--- src/hdl/tsa_sqrt_cell.sv ---
// ----------------------------------------------------------------------------
// tsa_sqrt_cell
// One digit step of the integer square root.
// ----------------------------------------------------------------------------
module tsa_sqrt_cell #(
  parameter int K = 0
) (
  input  logic        clk_i,
  input  logic        en_i,
  input  logic [63:0] n_i,
  input  logic [63:0] res_i,
  output logic [63:0] n_o,
  output logic [63:0] res_o
);
  localparam logic [63:0] BIT = 64'd1 << (62 - 2 * K);

  logic [63:0] trial;
  logic [63:0] n_d, n_q, res_d, res_q;

  always_comb begin
    trial = res_i + BIT;
    if (n_i >= trial) begin
      n_d   = n_i - trial;
      res_d = (res_i >> 1) + BIT;
    end else begin
      n_d   = n_i;
      res_d = res_i >> 1;
    end
  end

  always_ff @(posedge clk_i) begin
    if (en_i) begin
      n_q   <= n_d;
      res_q <= res_d;
    end
  end

  assign n_o   = n_q;
  assign res_o = res_q;
endmodule

--- config.mk ---
export PLATFORM = sky130hd
export DESIGN_NAME = tsa_sqrt_cell
export DESIGN_NICKNAME = d
export VERILOG_FILES = /design/src/hdl/tsa_sqrt_cell.sv
export SDC_FILE = /design/constraint.sdc
export NUM_CORES = 1
export LEC_CHECK = 0
export ABC_AREA = 1
export BUFFER_PORTS_ARGS = -buffer_cell sky130_fd_sc_hd__buf_2
export CORE_MARGIN = 10
export CORE_UTILIZATION = 50
export DETAILED_ROUTE_END_ITERATION = 10
export HOLD_SLACK_MARGIN = 0.1
export PLACE_DENSITY = 0.75
export SETUP_SLACK_MARGIN = 0.15
export SYNTH_ARGS = -nofsm -noshare
export SYNTH_HDL_FRONTEND = slang
export SYNTH_SLANG_ARGS = --single-unit
--- constraint.sdc ---
create_clock -name clk_i -period 4.97 [get_ports clk_i]
set_input_delay 0.2485 -clock clk_i [delete_from_list [all_inputs] [get_ports clk_i]]
set_output_delay 0.2485 -clock clk_i [all_outputs]
set_load 0.02 [all_outputs]
* Word level (Yosys, flattened, before mapping)
Cells that the tools add are included.
Storage, ports and cells: bits in registers 128, input bits 130, output and inout bits 128, logic and storage cells 9
Cells by class: add/subtract/negate cells 3, order comparisons 1, mux-type cells 2
Operators with widths (count):
- adder 63 x 63 -> 64 bit, second input constant | 1
- adder 64 x 63 -> 64 bit, second input constant | 1
- >= comparator 64 bit | 1
- 2-to-1 mux 64 bit | 1
- subtractor 64 bit | 1
- 2-to-1 mux 63 bit | 1

* Longest topological paths before layout
depth after elaboration 3, mapped depth 18, depth with buffers taken out 17

* Worst setup path after synthesis
No wires, ideal clock.
path type input to register, start input port n_i[0], end register n_q[55], in the netlist n_o[55], data pin, library setup time 253 ps, arrival 1979 ps, required time 4717 ps, setup slack 2738 ps, stages 18, buffers on the path 1, cell sequence inv_1 > ha_1 > fa_1 > inv_1 > nand3_1 > nand2_4 > nand2_2 > nand2_2 > nand2_1 > nand2_2 > nand2_2 > nand3_2 > nand2_2 > nand2_4 > inv_4 > buf_2 > nand2_1 > nand2_1
On the way: word-level cells in the longest chain between the ends 2, elaborated cells on any way between the ends 3, classes of those cells add/sub (1); order compare (1); mux (1)
RTL lines:
- from (decl) | line 10 | input logic [63:0] n_i,
- subtractor 64 bit or >= comparator 64 bit (tied branches) | line 23, 22
- 2-to-1 mux 64 bit (*) | line 22 | if (n_i >= trial) begin
- via n_d[55] | line 18 | logic [63:0] n_d, n_q, res_d, res_q;
- to (signal assigned) | line 33 | n_q <= n_d;
- to (decl) | line 18
Mark *: on every way through the listed nets, which the timed path passes. The rest lies on a longest branch. A chain may end at the register's enable or synchronous reset.

* Worst setup path in the final report
start input port res_i[16], end register n_q[55], in the netlist n_o[55], data pin
On the way: word-level cells in the longest chain between the ends 3, elaborated cells on any way between the ends 4, classes of those cells add/sub (2); order compare (1); mux (1)
RTL lines:
- from (decl) | line 11 | input logic [63:0] res_i,
- adder 64 x 63 -> 64 bit (*) | line 21 | trial = res_i + BIT;
- subtractor 64 bit or >= comparator 64 bit (tied branches) | line 23, 22
- 2-to-1 mux 64 bit (*) | line 22
- via n_d[55] | line 18
Marked as above.

==> results.cfg <==
[drt]
drc = 0
antenna_left = 0
drt_pass1_iterations = 5
routed_via_density = 5.14
wl_um = 43200
post_drt_wl_per_cell_um = 18.4
via_count = 12047
drt_iter0_markers = 1346

[sta]
max_freq_ghz = 0.300
relSlewSlack_pct = 39.7
rsz0062_at_grt = false
hold_slack_ps = 105
final.setup.tns_ps = 0
tightestPinTransition_ps = 904
period_share_pct = 67.1
fin_crit_ps = 3340
finalHoldViolations = 0
finalMaxSlewViolations = 0
setup_violations = 0

[logic_synthesis]
synth_seq_cells = 128
synth-async-reset-ratio_pct = 0
netlist_instances = 1712
ys.flop_type = edfxtp_1
yosysWarningCount = 0
synth-edff-count = 128
syn-num-nets = 1907
synth_area_mm2 = 0.0110
yosysUniqueCellTypes = 29
seq_area_frac_synth_pct = 35.1
synth.avg_cell_area_um2 = 6.40

[clock_network]
clk_pin_slew_ps = 70
cts.htree.levels = 4
cts_setup_buffers = 0
root_buffer = clkbuf_16
numCtsBuffers = 17
clock_path_buffers = 2
cts.sinks = 128
cts_tree = built

[worst_setup_path]
start_kind = primary input
critical-path-top-delay-family = simple AND/OR/NAND/NOR gates
cp_num_cells = 15
slowest_stage = buf_4
crit_start = res_i[16]
cp-endpoint = n_o[55]
required_ps = 5270
worst_path_largest_cell_delay_ps = 530
cp_common_cell = nand2_1
path_buf_inv = 4
crit_path_end_kind = flop
worstPathArrival_ps = 3640
path_max_fanout = 36
worst-setup-path-type = in -> reg
crit_chain = dlygate4sd3_1 -> buf_2 -> inv_1 -> ha_1 -> nand2_1 -> nor2_2 -> nand2_1 -> nor2_2 -> nand4_1 -> nand3_2 -> nand2_2 -> nand2_4 -> buf_4 -> nand3_1 -> nand2_1

[power]
p_leak_nw = 8.05
peakVddDrop_uv = 224
p_per_area_mw_per_mm2 = 288

[placed_design]
dpl.hpwl_um = 34300
placement.io_buffers = 257
gp_congestion = 0.958

[die]
die_w_um = 168
die_area_mm2 = 0.0282
core_mm2 = 0.0217
io_pins = 258
die_h_um = 168
start_util_pct = 50.5
rows = 54

[job]
maxCapViolations = 0

[cells_and_area]
final_cell_mix = nand2_1 (762), inv_1 (401), buf_2 (256), edfxtp_1 (128), nor2_1 (112)
syn_to_final_growth_pct = 25.9
final_nets = 2247
diodes = 0
final_common_cell = nand2_1
drive_gt1_share_pct = 15.8

[grt]
grt_pass1_wl_um = 65700
globalRouteOverflowTotal = 0
antenna_found_initial = 0
grt_pass1_vias = 11729
grt_usage_pct = 29.6
grt_max_degree = 70

[status]
status = complete, no violations

[hold_path]
min_path_type = in -> reg
what timing repair did:
item                      CTS  global route
hold endpoints to repair   74             0
gates resized for setup     0             0
hold buffers               74             0
per-layer routing:
layer  global-route usage [%]  part of all wire, %
met5                        0                    0
met4                     8.33                  2.3
met3                     6.89                   10
met2                     47.8                   45
met1                     38.8                   42
per-stage QoR:
step | cell area (um2) | power [mW] | utilization [%] | std cells | worst slack (ps)
2_1_floorplan | 11000 | 2.26 | - | 1712 | 2740
3_3_place_gp | 12500 | 2.70 | 57.7 | 2239 | 1900
3_5_place_dp | 12500 | 2.73 | 57.7 | 2239 | 1760
4_1_cts | 13800 | 3.95 | 63.6 | 2345 | 1690
5_1_grt | 13800 | 4.16 | 63.6 | 2345 | 1490
6_report | 13800 | 3.98 | 63.6 | 2345 | 1630
synth_stat cells, types with 5 or more instances:
cell type / instances / area, um2
inv_1: 401 / 1510
buf_2: 8 / 40.0
nor2_1: 112 / 420
edfxtp_1: 128 / 3840
nor2_2: 7 / 43.8
o21ai_0: 7 / 35.0
nand2_1: 762 / 2860
nor3_1: 7 / 35.0
inv_2: 5 / 18.8
nand3_1: 79 / 395
nand3_2: 11 / 110
nand2_2: 6 / 37.5
nand4_1: 20 / 125
a21oi_1: 43 / 215
xor2_1: 30 / 263
ha_1: 64 / 801
state kept, by name, indices dropped and copies added, names as in the netlist:
register  count
n_o          64
res_o        64
worst min-delay path by stage:
stage           endpoint  startpoint  cells past startpoint
4_1_cts          n_o[57]     n_i[57]                      3
3_3_place_gp   res_o[51]   res_i[52]                      1
3_5_place_dp   res_o[44]   res_i[45]                      1
6_report         n_o[57]     n_i[57]                      3
2_1_floorplan   res_o[0]    res_i[1]                      0
5_1_grt          n_o[58]     n_i[58]                      3
cell families (layout without fill, tap and decap cells):
| logic type | after synthesis | count (layout) | share of synthesized area, % |
|---|---|---|---|
| and+or+nand+nor | 1015 | 1015 | 37.6 |
| buffers and inverters | 420 | 773 | 14.9 |
| DFF | 128 | 128 | 35.1 |
| adders and majority gates | 65 | 65 | 7.49 |
| AOI/OAI and AO/OA | 52 | 52 | 2.41 |
| xor gates and xnor gates | 32 | 32 | 2.56 |
layout make-up:
class                   count  area [um2]
well taps                 280         350
clock buffers              18         429
fillers                  1932        7890
multi-input cells        1164        5480
clock inverters            14         108
repair buffers            334        2050
flip-flops and latches    128        3840
inverters                 407        1530
report_power, final:
part           switching, mW  total, mW  internal [mW]  leakage, nW
sequential            0.0350       1.39           1.35         1.25
clock                  0.546       1.19          0.644        0.259
combinational          0.963       1.40          0.436         6.54
(Power assumes the default switching activity.)
